$ cat config.mk
export PLATFORM = sky130hd
export DESIGN_NAME = cops_mul
export DESIGN_NICKNAME = d
export VERILOG_FILES = /design/src/rtl/cops_mul.sv
export SDC_FILE = /design/constraint.sdc
export NUM_CORES = 2
export LEC_CHECK = 0
export BUFFER_PORTS_ARGS = -buffer_cell sky130_fd_sc_hd__buf_2
export CAP_MARGIN = 20
export CORE_MARGIN = 10
export CORE_UTILIZATION = 69
export DETAILED_ROUTE_END_ITERATION = 16
export GPL_ROUTABILITY_DRIVEN = 0
export GPL_TIMING_DRIVEN = 0
export PLACE_DENSITY = 0.85
export SETUP_SLACK_MARGIN = 0.05
export SLEW_MARGIN = 0
export SYNTH_ARGS = -nofsm -noshare
export SYNTH_HDL_FRONTEND = slang
export SYNTH_SLANG_ARGS = --single-unit
$ cat constraint.sdc
create_clock -name clk -period 17.2 [get_ports clk]
set_clock_uncertainty 0.05 [all_clocks]
set_input_delay 3.44 -clock clk [delete_from_list [all_inputs] [get_ports clk]]
set_output_delay 3.44 -clock clk [all_outputs]
set_load 0.01 [all_outputs]
$ cat src/rtl/cops_mul.sv
`timescale 1ns / 1ps
`default_nettype none
// ----------------------------------------------------------------------------
// cops_mul
// Shared 32x32 unsigned multiplier with a registered product.
// ----------------------------------------------------------------------------
module cops_mul (
  input  logic        clk,
  input  logic [31:0] a,
  input  logic [31:0] b,
  output logic [63:0] prod
);

  always_ff @(posedge clk) begin
    prod <= {32'd0, a} * {32'd0, b};
  end

endmodule
`default_nettype wire

# After elaboration in Yosys (flattened, before gate mapping)
# Index checks and enable logic that the tools add are counted.
[totals] register_bits=64 input_bits=65 output_inout_bits=64 elab_cells=2
[classes] n_mul=1
[op_table] cell="$mul 32x32->64" count=1

# Logic depth before layout (Yosys ltp)
[logic_depth] word_depth=1 mapped_depth=29 depth_no_buf=27

# Worst setup path before layout
# No wires, ideal clock.
[synth_path] path_kind="input to register" startpoint="input port a[25]" endpoint="register prod[62]" t_arrival_ns=10.121 t_required_ns=17.078 slack_ns=6.957 stages=25 path_cell_list="clkbuf_1 -> nand2_1 -> fa_1 -> inv_1 -> fa_1 -> inv_1 -> fa_1 -> inv_1 -> fa_1 -> fa_1 -> fa_1 -> fa_1 -> inv_1 -> fa_1 -> inv_1 -> ha_1 -> buf_2 -> nand4_1 -> or4_1 -> or3_1 -> a31oi_1 -> a31o_2 -> a211oi_1 -> o21ai_1 -> xor2_1"
[synth_via] elab_chain_cells=1
[synth_rtl] item="start, declared" line="9" source="input logic [31:0] a,"
[synth_rtl] item="$mul 32x32->64" line="15" source="prod <= {32'd0, a} * {32'd0, b};"
[synth_rtl] item="end signal, assigned" line="15"
[synth_rtl] item="end, declared" line="11" source="output logic [63:0] prod"
# No other way between the ends.

# Worst setup path after layout
[layout_path] startpoint="input port b[27]" endpoint="register prod[62]"
[layout_via] elab_chain_cells=1
[layout_rtl] item="start, declared" line="10" source="input logic [31:0] b,"
[layout_rtl] item="$mul 32x32->64" line="15"
# No other way between the ends.

==> flow_summary.yaml <==
synth:
  synthesis.area_per_instance_um2: 9.252
  synth_compound_area_share_pct: 4.153
  synth-xor-area-share_pct: 1.515
  post_synth_and_or_nand_nor_area_fraction_pct: 17.62
  synth_seq_cells: 64
  syn-cell-area_mm2: 0.03468
  ys_async_rst_share_pct: 0
  postSynthCellCount: 3748
  fraction_of_synthesized_area_in_multiplexers_pct: 0.02887
  number_of_nets_produced_by_synthesis: 4972
  dominant_combinational_cell_family_by_area_after_synthesis: "adder cells"
  synth_top_area_cell: "fa_1"
  yosys.cell_types.count: 57
  synth-seq-area-share_pct: 3.695
  synthAdderAreaFrac_pct: 61.22
  area_contributors_post_synth: "fa_1 (52%), and2_1 (11%), ha_1 (9.5%), inv_1 (9.4%), nand2_1 (5.2%)"
  ys_warn_count: 0
  edff_count_synth: 0
  yosysTopAreaCellShare_pct: 51.73
  synth_ff_type: "dfxtp_1"
global_routing:
  first_pass_grt_wire_length_um: 184200
  busiest_layer: "met2"
  gr-usage-all-layers_pct: 42.51
  global_route.usage.met2_pct: 62.09
  grt_remaining_overflow: 0
  grt_use_met1_pct: 45.76
  maximum_number_of_pins_on_one_net_before_global_route_repair: 14
  antenna_violations_before_repair: 24
  vias_in_the_first_global_route: 30527
  met3_usage_pct: 22.02
sta:
  max_freq_mhz: 84.11
  report.final.slew_viol_count: 0
  final_period_minus_worst_setup_slack_ns: 11.89
  post-route-period-util_pct: 69.12
  final.setup.tns_ns: 0
  rsz0062_at_grt: "false"
  hold_slack_ns: 3.346
  timing_hold_violations_final: 0
  slew_headroom_pct: 13.65
  finalSetupViolations: 0
  worstMarginPinSlew_ns: 1.295
floorplanning:
  die_height_um: 244.2
  row_count: 82
  start_util_pct: 69.40
  dieArea_mm2: 0.05962
  core_mm2: 0.04997
  die_w_um: 244.2
  floorplan.io_pins: 129
final_layout:
  layout.cells.most_common: "fa_1"
  largest_register_ffs: 64
  num-nets-final: 5119
  mostFrequentLayoutCells: "fa_1 (896), inv_1 (865), and2_1 (602), nand2_1 (480), ha_1 (263)"
  syn2layout_area_growth_pct: 5.734
  fillers: 3653
  design_area_mm2: 0.03666
  regMostFlops: "prod"
  post_route_cells_drive_above_1_share_pct: 4.487
  top_regs: "prod x64"
  final_core_utilization_pct: 73.38
critical_path:
  cp-end-kind: "flop"
  startpoint_type: "primary input"
  worst-path-buf-inv: 6
  crit_path_cell_trace: "buf_2 -> clkbuf_1 -> nand2_1 -> fa_1 -> inv_1 -> fa_1 -> fa_1 -> fa_1 -> fa_1 -> fa_1 -> fa_1 -> inv_1 -> fa_1 -> inv_1 -> ha_1 -> buf_2 -> nand4_1 -> or4_1 -> or3_1 -> a31oi_1 -> a31o_2 -> a211oi_1 -> o21ai_1 -> xor2_1"
  worst_setup_path_endpoint: "prod[62]"
  crit_path_start: "b[27]"
  cp_slowest_cell: "clkbuf_1"
  worst_path_most_repeated_cell: "fa_1"
  crit_required_ns: 17.41
  slowest_delay_ns: 0.94
  cp.depth: 24
  crit_type: "primary input to flop"
  arrival_ns: 12.10
  critical_path.max_fanout: 10
  worst_path_dominant_cell_family: "adder cells"
routing:
  detail_route.first_pass.iterations: 12
  drc: 0
  post_drt_via_cell_ratio: 6.296
  drt_first_iter_violations: 4002
  drt-wirelength-per-cell_um: 27.06
  vias: 28957
  drtAntennaViolNets: 0
  wirelength_um: 124400
cts:
  h-tree-depth: 3
  cts_root_buf: "clkbuf_16"
  clk_slew_on_worst_s_h_paths_ns: 0.06
  tritoncts_clock_tree: "done"
  post-cts-setup-buffer-count: 0
  clock-sinks: 64
  clockBufferDepth: 2
  cts_hold_repair.buffers: 0
  post_cts_resized: 0
  numCtsBuffers: 9
place:
  place.detailed.hpwl_um: 98030
  dpl_cell_area_mm2: 0.03616
  io_port_bufs: 128
flow_run:
  max_cap_viol_count: 0
run_status:
  run_status: "completed"
hold_path:
  min_path_type: "primary input to flop"
-- synthesized netlist by cell type (2+ instances only) --
library cell and number:
a31oi_1 12, dfxtp_1 64, and3b_1 2, xnor2_1 35
o21ai_0 21, a311oi_1 2, o21a_1 9, or2_2 3
a21boi_1 3, a211oi_1 3, ha_1 263, and2_1 602
nor2_1 20, nor2b_1 2, a21o_1 40, o21ai_1 5
a21oi_1 63, nand4_1 23, o221a_2 2, or4_1 3
a221o_1 4, o31ai_1 2, and4_1 3, nand2_1 480
clkbuf_1 213, and3_1 14, nand2b_1 2, o211ai_1 2
buf_2 6, o221ai_1 3, inv_1 865, a221oi_4 3
nand3_1 10, a21oi_2 3, fa_1 896, nor3_1 7
or3_1 3, xor2_1 25, o21bai_1 10, o31ai_4 3
-- through the flow --
stage / worst slack, ns / instances
3_3_place_gp: 5.556 / 4548
3_5_place_dp: 5.467 / 4548
2_1_floorplan: 6.957 / 3748
6_report: 5.311 / 4599
5_1_grt: 5.223 / 4579
4_1_cts: 5.786 / 4564
-- kinds of logic (layout without fill, tap and decap cells) --
kind of cell | Yosys count | in the layout
multiplexers | 1 | 1
XOR/XNOR | 60 | 60
flip-flops | 64 | 64
AO/OA/AOI/OAI | 202 | 202
adder cells (fa/ha/maj) | 1159 | 1159
other | 0 | 27
buffers and inverters | 1085 | 1237
AND/OR/NAND/NOR | 1177 | 1177
-- routing by layer --
metal	share of wire [%]	vias to the layer above
met2	42	2672
met4	11	20
met1	29	14093
li1	-	11181
met5	0.34	-
met3	17	991
-- how the worst min path moves through the flow --
stage / startpoint / endpoint / slack [ns] / depth (start not counted)
floorplan: b[0] / prod[0] / 3.52 / 1
global route: b[0] / prod[0] / 3.34 / 2
finish: b[0] / prod[0] / 3.35 / 2
detailed placement: b[0] / prod[0] / 3.70 / 2
CTS: b[0] / prod[0] / 3.34 / 2
global placement: b[0] / prod[0] / 3.71 / 2
-- area by class of cell --
| cell class | instances | area (µm²) | share of cell area (%) |
|---|---|---|---|
| multi-input cells | 2599 | 29310 | 79.95 |
| plain buffers | 220 | 833.3 | 2.273 |
| flip-flops and latches | 64 | 1281 | 3.495 |
| well taps | 672 | 840.8 | 2.293 |
| clock buffers | 9 | 225.2 | 0.6143 |
| diodes | 27 | 67.56 | 0.1843 |
| repair buffers | 136 | 753.2 | 2.054 |
| inverters | 865 | 3247 | 8.856 |
| clock inverters | 7 | 101.3 | 0.2764 |
Power is not shown: default switching activity piles up to over one toggle a cycle in this logic, so the estimate is an artifact.
