File: src/rtl/cops_div.sv
`timescale 1ns / 1ps
`default_nettype none
// ----------------------------------------------------------------------------
// cops_div
// Restoring divider: (hi << 32) / den, for hi < den, one quotient bit a cycle.
// ----------------------------------------------------------------------------
module cops_div (
  input  logic        clk,
  input  logic        rst,
  input  logic        start,
  input  logic [31:0] hi,
  input  logic [31:0] den,
  output logic        done,
  output logic [31:0] quo
);

  logic [31:0] rem;
  logic [31:0] dsr;
  logic [4:0]  cnt;
  logic        busy;
  logic [32:0] shifted;
  logic        fits;

  assign shifted = {rem, 1'b0};
  assign fits    = (shifted >= {1'b0, dsr});

  always_ff @(posedge clk) begin
    if (rst) begin
      busy <= 1'b0;
      done <= 1'b0;
    end else if (start) begin
      busy <= 1'b1;
      done <= 1'b0;
    end else if (busy) begin
      busy <= (cnt != 5'd0);
      done <= (cnt == 5'd0);
    end else begin
      done <= 1'b0;
    end
  end

  always_ff @(posedge clk) begin
    if (start) begin
      rem <= hi;
      dsr <= den;
      cnt <= 5'd31;
    end else if (busy) begin
      rem <= fits ? 32'(shifted - {1'b0, dsr}) : shifted[31:0];
      quo <= {quo[30:0], fits};
      cnt <= cnt - 5'd1;
    end
  end

endmodule
`default_nettype wire

File: config.mk
export PLATFORM = sky130hd
export DESIGN_NAME = cops_div
export DESIGN_NICKNAME = d
export VERILOG_FILES = /design/src/rtl/cops_div.sv
export SDC_FILE = /design/constraint.sdc
export NUM_CORES = 1
export LEC_CHECK = 0
export ABC_AREA = 0
export BUFFER_PORTS_ARGS = -buffer_cell sky130_fd_sc_hd__buf_2
export CAP_MARGIN = 20
export CORE_MARGIN = 4
export CORE_UTILIZATION = 45
export DETAILED_ROUTE_END_ITERATION = 10
export GPL_TIMING_DRIVEN = 1
export HOLD_SLACK_MARGIN = 0.15
export PLACE_DENSITY = 0.67
export SYNTH_ARGS = -nofsm -noshare
export SYNTH_HDL_FRONTEND = slang
export SYNTH_SLANG_ARGS = --single-unit
File: constraint.sdc
create_clock -name clk -period 7.24 [get_ports clk]
set_clock_uncertainty 0.15 [all_clocks]
set_input_delay 0 -clock clk [delete_from_list [all_inputs] [get_ports clk]]
set_output_delay 0 -clock clk [all_outputs]
set_load 0.005 [all_outputs]
# Word level (Yosys, flattened, before mapping)
# Cells that the tools add are included.
# totals
register_bits,103
in_bits,67
output_inout_bits,33
word_cells,21
# op_classes
add_sub_neg,2
order_cmp,1
muxes,5
n_bitwise,2
reduce_logical,5
# ops
cell,count
32-bit 2-to-1 mux,3
33-bit by 32-bit greater-or-equal comparator with 1-bit output,1
32-bit subtractor,1
5-bit logical NOT,1
5-bit nonzero test,1
"5-bit by 1-bit subtractor with 5-bit output, second input constant",1
3-bit OR reduction,1
1-bit 2-to-1 mux,2
1-bit inverter,2
2-bit AND reduction,1
2-bit nonzero test,1

# Depth between registers and ports, before layout
# logic_depth
depth_word,4
depth_mapped,14

# Least setup slack after synthesis
# No wires, ideal clock.
# synth_path
kind,reg2reg
from,register rem[25]
to,"register rem[28], data pin"
setup_ns,0.256
arrival_time_ns,2.500
setup_slack_ns,4.334
stages_incl_launch_ff,13
path_buffers,2
cell_sequence,edfxtp_1 ha_1 buf_2 a21o_1 a21o_1 a21oi_2 o21ai_1 a31oi_1 o211ai_1 a211oi_4 inv_2 buf_6 a31o_2
# synth_via
elab_chain_len,4
# synth_rtl
item,line,source
"start, declared",17,logic [31:0] rem;
"start signal, assigned",44,rem <= hi;
"start signal, assigned",48,"rem <= fits ? 32'(shifted - {1'b0, dsr}) : shifted[31:0];"
33-bit by 32-bit greater-or-equal comparator with 1-bit output,25,"assign fits = (shifted >= {1'b0, dsr});"
net fits,22,logic fits;
32-bit 2-to-1 mux,48,
32-bit 2-to-1 mux,47,end else if (busy) begin
32-bit 2-to-1 mux,43,if (start) begin
# The timed path passes the listed nets, and every way through them passes these cells. The select of a mux whose other input is x is not followed.
# A chain may end at the register's enable or synchronous reset.

# Final worst setup path
# layout_path
from,register rem[3]
to,"register rem[27], data pin"
# layout_via
elab_chain_len,4
# layout_rtl
item,line
32-bit subtractor or 33-bit by 32-bit greater-or-equal comparator with 1-bit output (tied branches),"48, 25"
32-bit 2-to-1 mux *,48
32-bit 2-to-1 mux *,47
32-bit 2-to-1 mux *,43
# Mark *: on every way between the ends. The rest lies on a longest branch, timed or not. The select of a mux whose other input is x is not followed.

==> out/qor.txt <==
CTS Buf Count: 9
Post-route DRC: 0
Vias in the first global route: 4422
R2R Path Start: rem[3]$_DFFE_PP_
Power density over cell area: 281 nW/um2
Post-CTS Hold Buffers: 69
Num rows: 40
GRT Util Overall: 18.1%
Final period util: 56.6%
CTS tree: yes
Dpl cell area: 6250 um2
Seq cells post-synth: 103
Slowest-stage cell, CP: dlygate4sd3_1
CTS sink cnt: 103
Synthesized cell area: 5610 um2
Crit path cell chain: ha_1, a21oi_1, nand2_1, o21ai_1, a21oi_1, o21ai_1, o211ai_1, a211oi_4, buf_4, inv_2, mux2i_1, o21ai_0, dlygate4sd3_1
Worst setup EP type: flip-flop
Share of post-route cells with drive strength above 1: 18.7%
Status: finished clean
WHS Path Cells: 2
WHS: 0.201 ns
Routed len/inst: 14.7 um
Post-synth EDFFs: 96
Min Tclk post-route: 4.10 ns
Worst Reg-to-Reg Cells: 13
Rel. slew slack: 42.9%
Worst-Skew Late Latency: 0.36 ns
Clock buffer depth: 2
Worst min path class: input pin to flip-flop
RD Place Congestion: 0.843
CTS H-tree lvls: 3
Vias per cell: 5.22
Total global routing overflow: 0
Clock transition at path regs: 0.08 ns
Final instance area: 7250 um2
First-pass GRT wire length: 21000 um
Initial antenna violation count: 0
Number of setup violations in the final report: 0
Synth Instances: 518
Worst setup margin: 3.14 ns
Cts repair resizes: 0
Worst reg2reg endpoint: rem[27]$_DFFE_PP_
Clk root buf: clkbuf_16
CP Buf/Inv Count: 3
R2R Setup Slk: 3.14 ns
Crit Path Max Fanout: 44
Main synth FF type: edfxtp_1
Syn_area_per_cell: 10.8 um2
Routed via count: 4445
Die area: 14300 um2
Synth async-reset ratio: 0%
Area grow syn2layout: 29.2%
I/O pins: 100
Initial DRC Count: 326
Post-CTS Setup Bufs: 0
Critical path class: flip-flop to flip-flop
Number of I/O port buffers: 99
Fin cells: 851
Post-Syn Nets: 619
Worst stage delay on the critical path: 0.59 ns
Area of the core: 12100 um2
Hold path start: den[10]
CP Data Arrival Time: 4.05 ns
Most common cell after layout, fill and taps aside: buf_2
Final slew viol count: 0
Leak: 0.00300 uW
Hpwl dp: 8580 um
Warnings from Yosys: 0
Initial core utilization: 46.4%
Peak supply drop: 229 uV
Overall die height: 120 um
Final hold vios: 0
Yosys cell types: 53
Horiz. Die Dim: 120 um
Diode count: 0
Max-cap violation count: 0
RSZ-0062 raised after global routing: no
Dpl ws: 3.74 ns
Sequential share of the synthesized area: 53.8%
Worst path required time: 7.19 ns
Antenna Nets Post-Route: 0
Max Clock Freq: 0.244 GHz
Hold EP: dsr[10]$_DFFE_PP_
DRT Pass-1 Iters: 5
Startpoint types: flip-flop
Largest net degree at the start of global routing: 63
Most frequent cells in the layout: buf_2, edfxtp_1, dlygate4sd3_1
Final nets: 779
Setup TNS: 0 ns
Least-Margin Pin Slew: 0.856 ns
Final WL: 12500 um
Placed Cells: 766
Crit-path leading delay family: compound AO/OA/AOI/OAI gates
layout make-up:
class / instances / area, um2
fillers: 1037 / 4860
flip-flops and latches: 103 / 3020
multi-input cells: 351 / 2340
repair buffers: 171 / 1210
clock buffers: 9 / 225
well taps: 168 / 210
inverters: 42 / 158
clock inverters: 7 / 91.3
kinds of logic (layout without fill, tap and decap cells):
group | count (synthesis) | after routing | share of synthesized area (%)
AOI/OAI and AO/OA | 130 | 130 | 15.5
xor gates and xnor gates | 27 | 27 | 4.21
adders and majority gates | 34 | 34 | 7.71
buffers and inverters | 64 | 229 | 4.57
DFF | 103 | 103 | 53.8
muxes | 8 | 8 | 1.45
and+or+nand+nor | 152 | 152 | 12.7
how the worst max path moves through the flow:
| stage | from | to | slack (ns) | cells after the start |
|---|---|---|---|---|
| finish | rem[3]$_DFFE_PP_ | rem[27]$_DFFE_PP_ | 3.14 | 13 |
| global route | rem[1]$_DFFE_PP_ | rem[27]$_DFFE_PP_ | 2.76 | 13 |
| CTS | rem[3]$_DFFE_PP_ | rem[27]$_DFFE_PP_ | 3.18 | 13 |
| detailed placement | rem[3]$_DFFE_PP_ | rem[29]$_DFFE_PP_ | 3.74 | 12 |
| global placement | rem[3]$_DFFE_PP_ | rem[16]$_DFFE_PP_ | 3.83 | 12 |
| floorplan | rem[25]$_DFFE_PP_ | rem[28]$_DFFE_PP_ | 4.33 | 12 |
cells in the mapped netlist, types with 6 or more instances:
cell type,n,area (um2)
nor3_1,11,55.1
buf_2,7,35.0
o21ai_0,23,115
dfxtp_1,7,140
nand4_1,6,37.5
nand3_1,28,140
nor2_1,21,78.8
a21o_1,7,52.6
xor2_1,12,105
a21oi_1,41,205
o311ai_0,16,140
nand2b_1,7,43.8
a31oi_1,6,37.5
edfxtp_1,96,2880
xnor2_1,15,131
clkbuf_1,13,48.8
mux2i_1,7,70.1
nand2_1,58,218
ha_1,33,413
inv_1,40,150
where the power goes:
part	switching (uW)	leakage [uW]	internal, uW
sequential	40.5	0.000991	751
clock	246	0.000154	251
combinational	428	0.00185	326
total	715	0.00300	1330
sequential cells by signal (all words and copies together), names as in the netlist:
register / count
dsr: 32
quo: 32
rem: 32
cnt: 5
busy: 1
done: 1
metrics by stage:
step	total power, uW	utilization (%)
after global routing	2180	59.9
after floorplan	1350	-
after detailed placement	1510	51.6
final	2040	59.9
after CTS	2050	59.9
after global placement	1500	51.6
layer usage:
| metal | up-vias | routed length, um | track usage (%) |
|---|---|---|---|
| li1 | 2238 | - | - |
| met1 | 2084 | 6030 | 24.3 |
| met2 | 111 | 5750 | 29.6 |
| met3 | 12 | 595 | 3.96 |
| met4 | 0 | 146 | 5.30 |
| met5 | - | 0 | 0 |
No activity file was read; power rests on OpenSTA's default activity.
